### config.mk
export PLATFORM = sky130hd
export DESIGN_NAME = neighbour_region_grow_core_flat
export DESIGN_NICKNAME = d
export VERILOG_FILES = /design/src/hdl/nrg_pkg.sv /design/src/hdl/nrg_pix_if.sv /design/src/hdl/nrg_res_if.sv /design/src/hdl/nrg_cfg_if.sv /design/src/hdl/nrg_stats.sv /design/src/hdl/nrg_decide.sv /design/src/hdl/neighbour_region_grow_core.sv /design/src/flat_wrapper.sv
export VERILOG_INCLUDE_DIRS = /design/src /design/src/hdl
export SDC_FILE = /design/constraint.sdc
export NUM_CORES = 1
export LEC_CHECK = 0
export BUFFER_PORTS_ARGS = -buffer_cell sky130_fd_sc_hd__buf_2
export CAP_MARGIN = 20
export CORE_MARGIN = 8
export CORE_UTILIZATION = 54
export CTS_BUF_LIST = sky130_fd_sc_hd__clkbuf_2 sky130_fd_sc_hd__clkbuf_4 sky130_fd_sc_hd__clkbuf_8
export DETAILED_ROUTE_END_ITERATION = 7
export GPL_ROUTABILITY_DRIVEN = 0
export PLACE_DENSITY_LB_ADDON = 0.08
export SLEW_MARGIN = 25
export SYNTH_ARGS = -nofsm -noshare
export SYNTH_HDL_FRONTEND = slang
export SYNTH_SLANG_ARGS = --single-unit
### constraint.sdc
create_clock -name clk -period 25.3 [get_ports clk]
set_clock_uncertainty 0.1 [all_clocks]
set_input_delay 5.06 -clock clk [delete_from_list [all_inputs] [get_ports clk]]
set_output_delay 5.06 -clock clk [all_outputs]
set_load 0.05 [all_outputs]
### src/hdl/assert_macros.svh
// Assertion helpers for the region grow block.
`ifndef ASSERT_MACROS_SVH
`define ASSERT_MACROS_SVH

// Checked only outside reset.
`define NRG_ASSERT(lbl, clk, rst, prop, msg) \
  lbl: assert property (@(posedge clk) disable iff (rst) prop) else $error(msg);

// Checked on every edge, reset included.
`define NRG_ASSERT_ALWAYS(lbl, clk, prop, msg) \
  lbl: assert property (@(posedge clk) prop) else $error(msg);

`endif

### src/hdl/nrg_pkg.sv
`timescale 1ns / 1ps
`default_nettype none

package nrg_pkg;

  localparam int GREY_W     = 8;
  localparam int NBR        = 8;
  localparam int CNT_W      = 4;
  localparam int SUM_W      = 11;
  localparam int MODE_W     = 2;
  localparam int CFG_IDX_W  = 2;
  localparam int CFG_DATA_W = 4;

  typedef enum logic [MODE_W-1:0] {
    MODE_MIN  = 2'd0,
    MODE_MEAN = 2'd1,
    MODE_MAX  = 2'd2
  } grow_mode_t;

  typedef enum logic [CFG_IDX_W-1:0] {
    REG_GROW_MODE      = 2'd0,
    REG_MEAN_MIN_COUNT = 2'd1,
    REG_MAX_MIN_COUNT  = 2'd2
  } cfg_reg_t;

  localparam logic [MODE_W-1:0] GROW_MODE_RST      = MODE_MIN;
  localparam logic [CNT_W-1:0]  MEAN_MIN_COUNT_RST = 4'd4;
  localparam logic [CNT_W-1:0]  MAX_MIN_COUNT_RST  = 4'd6;

  typedef logic [NBR-1:0][GREY_W-1:0] grey_vec_t;

  // Statistics over the foreground neighbours.
  typedef struct packed {
    logic [CNT_W-1:0]  count;
    logic [SUM_W-1:0]  sum;
    logic [GREY_W-1:0] lo;   // all ones when no neighbour is foreground
    logic [GREY_W-1:0] hi;   // zero when no neighbour is foreground
  } nbr_stats_t;

endpackage

`default_nettype wire

### src/hdl/nrg_pix_if.sv
`timescale 1ns / 1ps
`default_nettype none

interface nrg_pix_if;
  logic                          valid;
  logic                          ready;
  logic                          center_unclassified;
  logic [nrg_pkg::GREY_W-1:0]    center_grey;
  logic [nrg_pkg::GREY_W-1:0]    grey_nw;
  logic [nrg_pkg::GREY_W-1:0]    grey_n;
  logic [nrg_pkg::GREY_W-1:0]    grey_ne;
  logic [nrg_pkg::GREY_W-1:0]    grey_w;
  logic [nrg_pkg::GREY_W-1:0]    grey_e;
  logic [nrg_pkg::GREY_W-1:0]    grey_sw;
  logic [nrg_pkg::GREY_W-1:0]    grey_s;
  logic [nrg_pkg::GREY_W-1:0]    grey_se;
  logic [nrg_pkg::NBR-1:0]       foreground_mask;

  modport source (
    output valid, center_unclassified, center_grey, grey_nw, grey_n, grey_ne,
           grey_w, grey_e, grey_sw, grey_s, grey_se, foreground_mask,
    input  ready
  );
  modport sink (
    input  valid, center_unclassified, center_grey, grey_nw, grey_n, grey_ne,
           grey_w, grey_e, grey_sw, grey_s, grey_se, foreground_mask,
    output ready
  );
endinterface

`default_nettype wire

### src/hdl/nrg_res_if.sv
`timescale 1ns / 1ps
`default_nettype none

interface nrg_res_if;
  logic valid;
  logic ready;
  logic becomes_foreground;

  modport source (output valid, becomes_foreground, input ready);
  modport sink (input valid, becomes_foreground, output ready);
endinterface

`default_nettype wire

### src/hdl/nrg_cfg_if.sv
`timescale 1ns / 1ps
`default_nettype none

interface nrg_cfg_if;
  logic                              valid;
  logic                              ready;
  logic [nrg_pkg::CFG_IDX_W-1:0]     index;
  logic [nrg_pkg::CFG_DATA_W-1:0]    data;

  modport source (output valid, index, data, input ready);
  modport sink (input valid, index, data, output ready);
endinterface

`default_nettype wire

### src/hdl/nrg_stats.sv
`timescale 1ns / 1ps
`default_nettype none

module nrg_stats (
  input  nrg_pkg::grey_vec_t           grey,
  input  logic [nrg_pkg::NBR-1:0]      mask,
  output nrg_pkg::nbr_stats_t          stats
);

  always_comb begin
    stats.count = '0;
    stats.sum   = '0;
    stats.lo    = '1;
    stats.hi    = '0;
    for (int i = 0; i < nrg_pkg::NBR; i++) begin
      if (mask[i]) begin
        stats.count = stats.count + nrg_pkg::CNT_W'(1);
        stats.sum   = stats.sum + nrg_pkg::SUM_W'(grey[i]);
        if (grey[i] < stats.lo) stats.lo = grey[i];
        if (grey[i] > stats.hi) stats.hi = grey[i];
      end
    end
  end

endmodule

`default_nettype wire

### src/hdl/nrg_decide.sv
`timescale 1ns / 1ps
`default_nettype none

module nrg_decide (
  input  logic                             unclassified,
  input  logic [nrg_pkg::GREY_W-1:0]       center,
  input  nrg_pkg::nbr_stats_t              stats,
  input  logic [nrg_pkg::MODE_W-1:0]       mode,
  input  logic [nrg_pkg::CNT_W-1:0]        mean_min_count,
  input  logic [nrg_pkg::CNT_W-1:0]        max_min_count,
  output logic                             grow
);

  localparam int PROD_W = nrg_pkg::GREY_W + nrg_pkg::CNT_W;

  logic [PROD_W-1:0] prod;
  logic              any_fg;

  assign prod   = PROD_W'(center) * PROD_W'(stats.count);
  assign any_fg = (stats.count != '0);

  always_comb begin
    grow = 1'b0;
    if (unclassified) begin
      unique case (mode)
        nrg_pkg::MODE_MIN:
          grow = any_fg && (center < stats.lo);
        // grey < mean, kept exact as grey * n < sum
        nrg_pkg::MODE_MEAN:
          grow = (stats.count >= mean_min_count) && (prod < PROD_W'(stats.sum));
        nrg_pkg::MODE_MAX:
          grow = (stats.count >= max_min_count) && (center < stats.hi);
        default:
          grow = 1'b0;
      endcase
    end
  end

endmodule

`default_nettype wire

### src/hdl/neighbour_region_grow_core.sv
// Region grow decision for one pixel: each transaction on pix carries a 3x3
// neighbourhood, and one transaction on res reports whether the unclassified
// centre joins the foreground (minimum, mean or maximum rule, set through
// cfg). The block takes one pixel per clock; each pixel passes through the
// input register and then the result register, and the only thing
// that slows it is res.ready held low. cfg is always ready; write it only
// while no pixel is in flight.
`timescale 1ns / 1ps
`default_nettype none
`include "assert_macros.svh"

module neighbour_region_grow_core (
  input  logic           clk,
  input  logic           rst,
  nrg_pix_if.sink        pix,
  nrg_res_if.source      res,
  nrg_cfg_if.sink        cfg
);

  logic [nrg_pkg::MODE_W-1:0]   grow_mode;
  logic [nrg_pkg::CNT_W-1:0]    mean_min_count;
  logic [nrg_pkg::CNT_W-1:0]    max_min_count;

  // input register
  logic                         a_valid;
  logic                         a_unclassified;
  logic [nrg_pkg::GREY_W-1:0]   a_center;
  nrg_pkg::grey_vec_t           a_grey;
  logic [nrg_pkg::NBR-1:0]      a_mask;
  logic                         a_move;

  // result register
  logic                         b_valid;
  logic                         b_grow;

  nrg_pkg::nbr_stats_t          stats;
  logic                         grow;

  assign cfg.ready = 1'b1;

  always_ff @(posedge clk) begin
    if (rst) begin
      grow_mode      <= nrg_pkg::GROW_MODE_RST;
      mean_min_count <= nrg_pkg::MEAN_MIN_COUNT_RST;
      max_min_count  <= nrg_pkg::MAX_MIN_COUNT_RST;
    end else if (cfg.valid) begin
      unique case (cfg.index)
        nrg_pkg::REG_GROW_MODE:      grow_mode      <= cfg.data[nrg_pkg::MODE_W-1:0];
        nrg_pkg::REG_MEAN_MIN_COUNT: mean_min_count <= cfg.data[nrg_pkg::CNT_W-1:0];
        nrg_pkg::REG_MAX_MIN_COUNT:  max_min_count  <= cfg.data[nrg_pkg::CNT_W-1:0];
        default: ;
      endcase
    end
  end

  assign a_move    = a_valid && (!b_valid || res.ready);
  assign pix.ready = !a_valid || a_move;

  always_ff @(posedge clk) begin
    if (rst) begin
      a_valid <= 1'b0;
    end else if (pix.ready) begin
      a_valid <= pix.valid;
    end
  end

  always_ff @(posedge clk) begin
    if (pix.valid && pix.ready) begin
      a_unclassified <= pix.center_unclassified;
      a_center       <= pix.center_grey;
      a_grey         <= {pix.grey_se, pix.grey_s, pix.grey_sw, pix.grey_e,
                         pix.grey_w, pix.grey_ne, pix.grey_n, pix.grey_nw};
      a_mask         <= pix.foreground_mask;
    end
  end

  nrg_stats u_stats (
    .grey  (a_grey),
    .mask  (a_mask),
    .stats (stats)
  );

  nrg_decide u_decide (
    .unclassified   (a_unclassified),
    .center         (a_center),
    .stats          (stats),
    .mode           (grow_mode),
    .mean_min_count (mean_min_count),
    .max_min_count  (max_min_count),
    .grow           (grow)
  );

  always_ff @(posedge clk) begin
    if (rst) begin
      b_valid <= 1'b0;
    end else if (!b_valid || res.ready) begin
      b_valid <= a_valid;
    end
  end

  always_ff @(posedge clk) begin
    if (a_move) begin
      b_grow <= grow;
    end
  end

  assign res.valid              = b_valid;
  assign res.becomes_foreground = b_grow;

  `NRG_ASSERT_ALWAYS(a_rst_clears_res, clk, rst |=> !res.valid, "result valid after reset")
  `NRG_ASSERT(a_accept_loads, clk, rst, (pix.valid && pix.ready) |=> a_valid, "accepted pixel lost")
  `NRG_ASSERT(a_stage_holds, clk, rst, (a_valid && !a_move) |=> (a_valid && $stable(a_grey) && $stable(a_mask)), "stalled input register changed")
  `NRG_ASSERT(a_move_gives_res, clk, rst, a_move |=> res.valid, "moved pixel gave no result")
  `NRG_ASSERT(a_bad_mode_no_grow, clk, rst, (a_move && grow_mode != nrg_pkg::MODE_MIN && grow_mode != nrg_pkg::MODE_MEAN && grow_mode != nrg_pkg::MODE_MAX) |=> !res.becomes_foreground, "undefined mode grew a pixel")

endmodule

`default_nettype wire

### src/flat_wrapper.sv
// flat-port wrapper written by rule: the top's interface ports become plain ports
module neighbour_region_grow_core_flat 
  (clk, rst, pix_valid, pix_center_unclassified, pix_center_grey, pix_grey_nw, pix_grey_n, pix_grey_ne, pix_grey_w, pix_grey_e, pix_grey_sw, pix_grey_s, pix_grey_se, pix_foreground_mask, pix_ready, res_valid, res_becomes_foreground, res_ready, cfg_valid, cfg_index, cfg_data, cfg_ready);
  nrg_pix_if pix_i ();
  nrg_res_if res_i ();
  nrg_cfg_if cfg_i ();
  input  logic clk;
  input  logic rst;
  input wire logic [$bits(pix_i.valid)-1:0] pix_valid;
  input wire logic [$bits(pix_i.center_unclassified)-1:0] pix_center_unclassified;
  input wire logic [$bits(pix_i.center_grey)-1:0] pix_center_grey;
  input wire logic [$bits(pix_i.grey_nw)-1:0] pix_grey_nw;
  input wire logic [$bits(pix_i.grey_n)-1:0] pix_grey_n;
  input wire logic [$bits(pix_i.grey_ne)-1:0] pix_grey_ne;
  input wire logic [$bits(pix_i.grey_w)-1:0] pix_grey_w;
  input wire logic [$bits(pix_i.grey_e)-1:0] pix_grey_e;
  input wire logic [$bits(pix_i.grey_sw)-1:0] pix_grey_sw;
  input wire logic [$bits(pix_i.grey_s)-1:0] pix_grey_s;
  input wire logic [$bits(pix_i.grey_se)-1:0] pix_grey_se;
  input wire logic [$bits(pix_i.foreground_mask)-1:0] pix_foreground_mask;
  output wire logic [$bits(pix_i.ready)-1:0] pix_ready;
  output wire logic [$bits(res_i.valid)-1:0] res_valid;
  output wire logic [$bits(res_i.becomes_foreground)-1:0] res_becomes_foreground;
  input wire logic [$bits(res_i.ready)-1:0] res_ready;
  input wire logic [$bits(cfg_i.valid)-1:0] cfg_valid;
  input wire logic [$bits(cfg_i.index)-1:0] cfg_index;
  input wire logic [$bits(cfg_i.data)-1:0] cfg_data;
  output wire logic [$bits(cfg_i.ready)-1:0] cfg_ready;
  assign pix_i.valid = pix_valid;
  assign pix_i.center_unclassified = pix_center_unclassified;
  assign pix_i.center_grey = pix_center_grey;
  assign pix_i.grey_nw = pix_grey_nw;
  assign pix_i.grey_n = pix_grey_n;
  assign pix_i.grey_ne = pix_grey_ne;
  assign pix_i.grey_w = pix_grey_w;
  assign pix_i.grey_e = pix_grey_e;
  assign pix_i.grey_sw = pix_grey_sw;
  assign pix_i.grey_s = pix_grey_s;
  assign pix_i.grey_se = pix_grey_se;
  assign pix_i.foreground_mask = pix_foreground_mask;
  assign pix_ready = pix_i.ready;
  assign res_valid = res_i.valid;
  assign res_becomes_foreground = res_i.becomes_foreground;
  assign res_i.ready = res_ready;
  assign cfg_i.valid = cfg_valid;
  assign cfg_i.index = cfg_index;
  assign cfg_i.data = cfg_data;
  assign cfg_ready = cfg_i.ready;
  neighbour_region_grow_core u_core (.clk(clk), .rst(rst), .pix(pix_i), .res(res_i), .cfg(cfg_i));
endmodule
==> impl_metrics.toml, run 1 <==
[setup_path]
crit_path_start_kind = "flop"
path_class = "flop to flop"
slowest_stage = "a21oi_1"
cp.required_ps = 25440
reg2reg_depth = 74
critPathTopFamily = "compound AO/OA/AOI/OAI gates"
cp-endpoint = "u_core.res.becomes_foreground$_SDFFCE_PN0P_"
timing.rr.end = "u_core.res.becomes_foreground$_SDFFCE_PN0P_"
critical-path-max-stage-delay_ps = 770
r2r_slack_ps = 6920
crit_arrival_ps = 18520
startpoint = "u_core.a_mask[0]$_DFFE_PP_"
cp_max_fo = 17
endpoint_kind = "flop"
worst-path-stages = 74
worst_r2r_startpoint = "u_core.a_mask[0]$_DFFE_PP_"
crit_buf_inv = 6

[detailed_routing]
via_per_inst = 5.85
vias = 10500
wirelength_mm = 31.6
remaining_drc_errors = 0
drt_iter0_markers = 801
antenna_left = 0
wl_per_cell_um = 17.6
dr.pass1.iters = 5

[floorplan]
die_height_um = 166
io-pin-count = 96
fp.coreArea_um2 = 22400
fp.dieW_um = 166
initial_core_util = 0.544
die_area_um2 = 27700
rows = 55

[finish]
fin_nets = 1824
final_cell_count_no_fill = 1797
antenna_cells = 0
fillers = 2033
drive_above_1_share = 0.108
area_growth_pct = 7.81
fin_area_um2 = 13200

[min_path]
hp-class = "flop to flop"

[synth]
synth_flop_cell = "edfxtp_1"
postSynthAreaPerCell_um2 = 8.57
synth_seq_cells = 94
syn_nets = 1742
synthTopCellsByArea = "ha_1, edfxtp_1, inv_1"
synth_top_cell_by_area = "ha_1"
synthArstFlopShare = 0
ys_types = 77
mappedNetlistArea_um2 = 12200
yosys.area.top_type_share = 0.211
synth-edff-count = 82
synth-seq-area-share = 0.221
yosysWarningCount = 0
syn_inst = 1425

[pwr]
ir_drop_mv = 0.0553
power.density_nw_per_um2 = 88.7
total_leakage_power_nw = 6.34

[timing]
drv_slew = 0
grt_setup_unrepaired = "no"
max_freq_ghz = 0.0544
tightest_slew_ps = 929
finalHoldViolations = 0
finalSetupViolCount = 0
tns_ps = 0
fin_crit_sh = 0.726
period_needed_ps = 18380
relSlewSlack = 0.364

[clock_tree]
clkSinkCount = 94
clockRootBuffer = "clkbuf_8"
cts_buffers = 9
post-cts-setup-buffers = 0
clk_latency_ps = 400
clk_pin_slew_ps = 120
cts.repair.resized = 0
htreeDepth = 3
cts_tree = "built"
clk_path_buf_depth = 2
ctsHoldBuffers = 0

[status]
outcome = "complete, no violations"

[placed_design]
dp_cells = 1780
port_buffers = 94
dp_hpwl_mm = 26.0
placed_cell_area_um2 = 12900

[grt]
antenna_found_initial = 0
track_usage = 0.227
grt_pass1_vias = 9995
grt_overflow = 0
grt_start_max_net_pins = 82
grt_pass1_wl_mm = 51.2

[run]
drv_cap = 0
[registers in the layout (all words and copies together) (netlist names)]
name	count
u_core.a_unclassified	1
u_core.res.valid	1
u_core.grow_mode	2
u_core.a_grey	64
u_core.a_center	8
u_core.a_mask	8
u_core.max_min_count	4
u_core.a_valid	1
u_core.res.becomes_foreground	1
u_core.mean_min_count	4
[kinds of logic after synthesis]
group	count (synthesis)	share of synthesized area
flip-flops	94	0.221
AO/OA/AOI/OAI	386	0.201
XOR/XNOR	71	0.0521
other	1	0.000307
adder cells (fa/ha/maj)	227	0.244
buffers and inverters	205	0.0645
AND/OR/NAND/NOR	357	0.144
multiplexers	84	0.0725
[worst min path at each step]
stage,end,slack [ps],startpoint,cells after the start
floorplan,u_core.max_min_count[3]$_SDFFE_PP0P_,360,u_core.max_min_count[3]$_SDFFE_PP0P_,2
finish,u_core.max_min_count[3]$_SDFFE_PP0P_,420,u_core.max_min_count[3]$_SDFFE_PP0P_,2
CTS,u_core.max_min_count[3]$_SDFFE_PP0P_,430,u_core.max_min_count[3]$_SDFFE_PP0P_,2
global route,u_core.max_min_count[3]$_SDFFE_PP0P_,450,u_core.max_min_count[3]$_SDFFE_PP0P_,2
global placement,u_core.max_min_count[3]$_SDFFE_PP0P_,380,u_core.max_min_count[3]$_SDFFE_PP0P_,2
detailed placement,u_core.max_min_count[3]$_SDFFE_PP0P_,400,u_core.max_min_count[3]$_SDFFE_PP0P_,2
[worst min-delay path, stage by stage (launching register included)]
cell and delay [ps]:
dfxtp_1 350, mux2i_1 70, nor2_1 70
[routing by layer]
| metal | track usage | share of wire | wire length (um) |
|---|---|---|---|
| met3 | 0.0399 | 0.070 | 2220 |
| met1 | 0.354 | 0.53 | 16700 |
| met5 | 0 | 0 | 0 |
| met4 | 0.0388 | 0.0084 | 265 |
| met2 | 0.320 | 0.39 | 12400 |
[synth_stat cells, drive strengths merged (14+ instances only)]
cell type / number
ha: 206
inv: 176
a21oi: 118
o21ai: 111
nand2: 99
nor2: 96
edfxtp: 82
xnor2: 52
mux2i: 49
a21o: 38
mux2: 35
nor2b: 32
and2: 30
nand2b: 21
fa: 19
o211ai: 19
clkbuf: 18
xor2: 18
nand4: 17
a31oi: 16
or3: 14
[placed cells by master (no fill, tap or decap), drive strengths merged, types with 7 or more instances in the layout]
master / count
fa: 19
or3: 14
xnor2: 52
a31oi: 16
buf: 99
o211a: 7
o21bai: 12
o21ai: 111
and2: 30
nor3: 11
nor2: 96
nand4: 17
nand3: 11
edfxtp: 82
a21oi: 118
and3: 7
nand2b: 21
inv: 181
dfxtp: 12
o211ai: 19
nor2b: 32
nand2: 99
xor2: 18
mux2: 35
ha: 206
nor4: 7
clkbuf: 9
o21a: 9
mux2i: 49
a21o: 38
[report_power, final]
part	switching (mW)	internal [mW]	leakage, nW
logic	0.490	0.377	5.34
registers	0.0170	0.179	0.899
clock network	0.0659	0.0384	0.101
total	0.573	0.594	6.34
[area by class of cell]
cell class | instances | area [um2] | share of cell area
tap | 285 | 357 | 0.0271
clock buffer | 9 | 124 | 0.00941
timing repair buffer | 99 | 528 | 0.0401
clock inverter | 7 | 65.1 | 0.00494
multi-input combinational | 1126 | 8720 | 0.663
inverter | 177 | 664 | 0.0505
sequential | 94 | 2700 | 0.205
[through the flow]
step           hold slack, ps   util  worst slack, ps  total power [mW]
2_1_floorplan             363      -            10660             0.866
3_3_place_gp              382  0.577             8090              1.03
3_5_place_dp              396  0.577             7520              1.06
4_1_cts                   427  0.585             7410              1.17
5_1_grt                   447  0.587             5430              1.30
6_report                  419  0.587             6920              1.17
Note: power is estimated with default switching activity, not from simulation.
==> inputs of run 2 (changes only) <==
==> constraint.sdc (replaced) <==
create_clock -name clk -period 17.9 [get_ports clk]
set_clock_uncertainty 0.1 [all_clocks]
set_input_delay 3.58 -clock clk [delete_from_list [all_inputs] [get_ports clk]]
set_output_delay 3.58 -clock clk [all_outputs]
set_load 0.05 [all_outputs]
==> impl_metrics.toml, run 2 (synthesis gave the netlist of run 1 again) <==
[status]
outcome = "complete, no violations"

[timing]
finalSetupViolCount = 0
relSlewSlack = 0.416
tightest_slew_ps = 875
grt_setup_unrepaired = "no"
finalHoldViolations = 0
tns_ps = 0
fin_ws_ps = 1270
period_needed_ps = 16630
max_freq_ghz = 0.0601
drv_slew = 0
fin_crit_sh = 0.929

[grt]
grt_start_max_net_pins = 82
track_usage = 0.227
grt_util_met3 = 0.0300
antenna_found_initial = 0
gr-max-usage-layer = "met1"
grt_pass1_wl_mm = 50.9
met1_usage = 0.354
global_route.usage.met2 = 0.320
grt_pass1_vias = 10000
grt_overflow = 0

[setup_path]
crit_arrival_ps = 16780
cp_common_cell = "ha_1"
endpoint_kind = "flop"
cp_max_fo = 17
crit_buf_inv = 6
r2r_slack_ps = 1270
critical-path-max-stage-delay_ps = 740
worst_r2r_startpoint = "u_core.a_mask[0]$_DFFE_PP_"
timing.rr.end = "u_core.res.becomes_foreground$_SDFFCE_PN0P_"
path_class = "flop to flop"
slowest_stage = "a2111oi_1"
crit_path_start_kind = "flop"
critPathTopFamily = "compound AO/OA/AOI/OAI gates"
cp.required_ps = 18050
reg2reg_depth = 70

[detailed_routing]
antenna_left = 0
remaining_drc_errors = 0
wl_per_cell_um = 17.5
dr.pass1.iters = 5
drt_iter0_markers = 685
via_per_inst = 5.83
wirelength_mm = 31.7
vias = 10500

[finish]
final_common_cell = "ha_1"
reg_top3 = "u_core.a_grey x64, u_core.a_center x8, u_core.a_mask x8"
antenna_cells = 0
fin_util = 0.591
area_growth_pct = 8.68
multiInputGateArea_um2 = 8730
fillers = 2079
regArea_um2 = 2700
largest_reg_flops = 64
fin_nets = 1835
layout_common_cells = "ha_1, inv_1, a21oi_1"
top_register = "u_core.a_grey"
final_cell_count_no_fill = 1808
fin_area_um2 = 13300
drive_above_1_share = 0.117

[floorplan]
initial_core_util = 0.544
die_area_um2 = 27700
io-pin-count = 96
rows = 55
die_height_um = 166
fp.dieW_um = 166
fp.coreArea_um2 = 22400

[pwr]
total_leakage_power_nw = 6.39
pwr-share-seq = 0.167
p_comb_frac = 0.743
ir_drop_mv = 0.0649
power.density_nw_per_um2 = 125
p_clk_frac = 0.090
p_int_mw = 0.848
p_sw_mw = 0.811
swShare = 0.489

[clock_tree]
clkSinkCount = 94
clk_latency_ps = 410
cts_buffers = 9
cts_tree = "built"
clk_pin_slew_ps = 130
clk_path_buf_depth = 2
ctsHoldBuffers = 0
htreeDepth = 3
clockRootBuffer = "clkbuf_8"

[placed_design]
placed_cell_area_um2 = 13000
dp_cells = 1788
pre_cts_slack_ps = 559
dp_hpwl_mm = 26.1
port_buffers = 94

[min_path]
hp-class = "flop to flop"
hold_depth = 2
min_to = "u_core.mean_min_count[3]$_SDFFE_PP0P_"
min_from = "u_core.mean_min_count[3]$_SDFFE_PP0P_"

[run]
drv_cap = 0
run 2: repair_timing:
action | CTS | global route
resized for setup | 0 | 4
setup endpoints to repair | 0 | 1
setup buffers | 0 | 3
run 2: layout make-up:
| type | instances | area share |
|---|---|---|
| multi-input cells | 1126 | 0.658 |
| flip-flops and latches | 94 | 0.204 |
| inverters | 177 | 0.0501 |
| repair buffers | 110 | 0.0470 |
| well taps | 285 | 0.0269 |
| clock buffers | 9 | 0.00934 |
| clock inverters | 7 | 0.00490 |
run 2: how the worst max path moves through the flow:
stage                                from                                           to  cells past startpoint  slack (ps)
5_1_grt        u_core.a_mask[0]$_DFFE_PP_  u_core.res.becomes_foreground$_SDFFCE_PN0P_                     70          50
3_5_place_dp   u_core.a_mask[0]$_DFFE_PP_  u_core.res.becomes_foreground$_SDFFCE_PN0P_                     69         560
4_1_cts        u_core.a_mask[0]$_DFFE_PP_  u_core.res.becomes_foreground$_SDFFCE_PN0P_                     68         490
6_report       u_core.a_mask[0]$_DFFE_PP_  u_core.res.becomes_foreground$_SDFFCE_PN0P_                     70        1270
3_3_place_gp   u_core.a_mask[0]$_DFFE_PP_  u_core.res.becomes_foreground$_SDFFCE_PN0P_                     68         760
2_1_floorplan  u_core.a_mask[0]$_DFFE_PP_  u_core.res.becomes_foreground$_SDFFCE_PN0P_                     71        3260
run 2: power groups by stage:
stage               Clock (mW)  Combinational [mW]  Sequential (mW)
floorplan                    0               0.954            0.270
global placement             0                1.19            0.282
detailed placement           0                1.22            0.281
CTS                      0.154                1.23            0.277
global route             0.161                1.41            0.279
finish                   0.149                1.23            0.277
run 2: metrics by stage:
stage | hold slack [ps] | total power [mW]
after floorplan | 363 | 1.22
after global placement | 383 | 1.47
after detailed placement | 394 | 1.50
after CTS | 424 | 1.66
after global routing | 450 | 1.85
final | 419 | 1.66
run 2: worst min-delay path: cells and delay by family (launching register included):
kind             cells  cell delay [ps]
muxes                1               70
DFF                  1              350
and+or+nand+nor      1               70
run 2: per-layer routing:
layer / up-vias / wire (um)
met1: 4910 / 16900
met2: 312 / 12300
met3: 26 / 1970
met5: - / 0
li1: 5286 / -
met4: 0 / 387
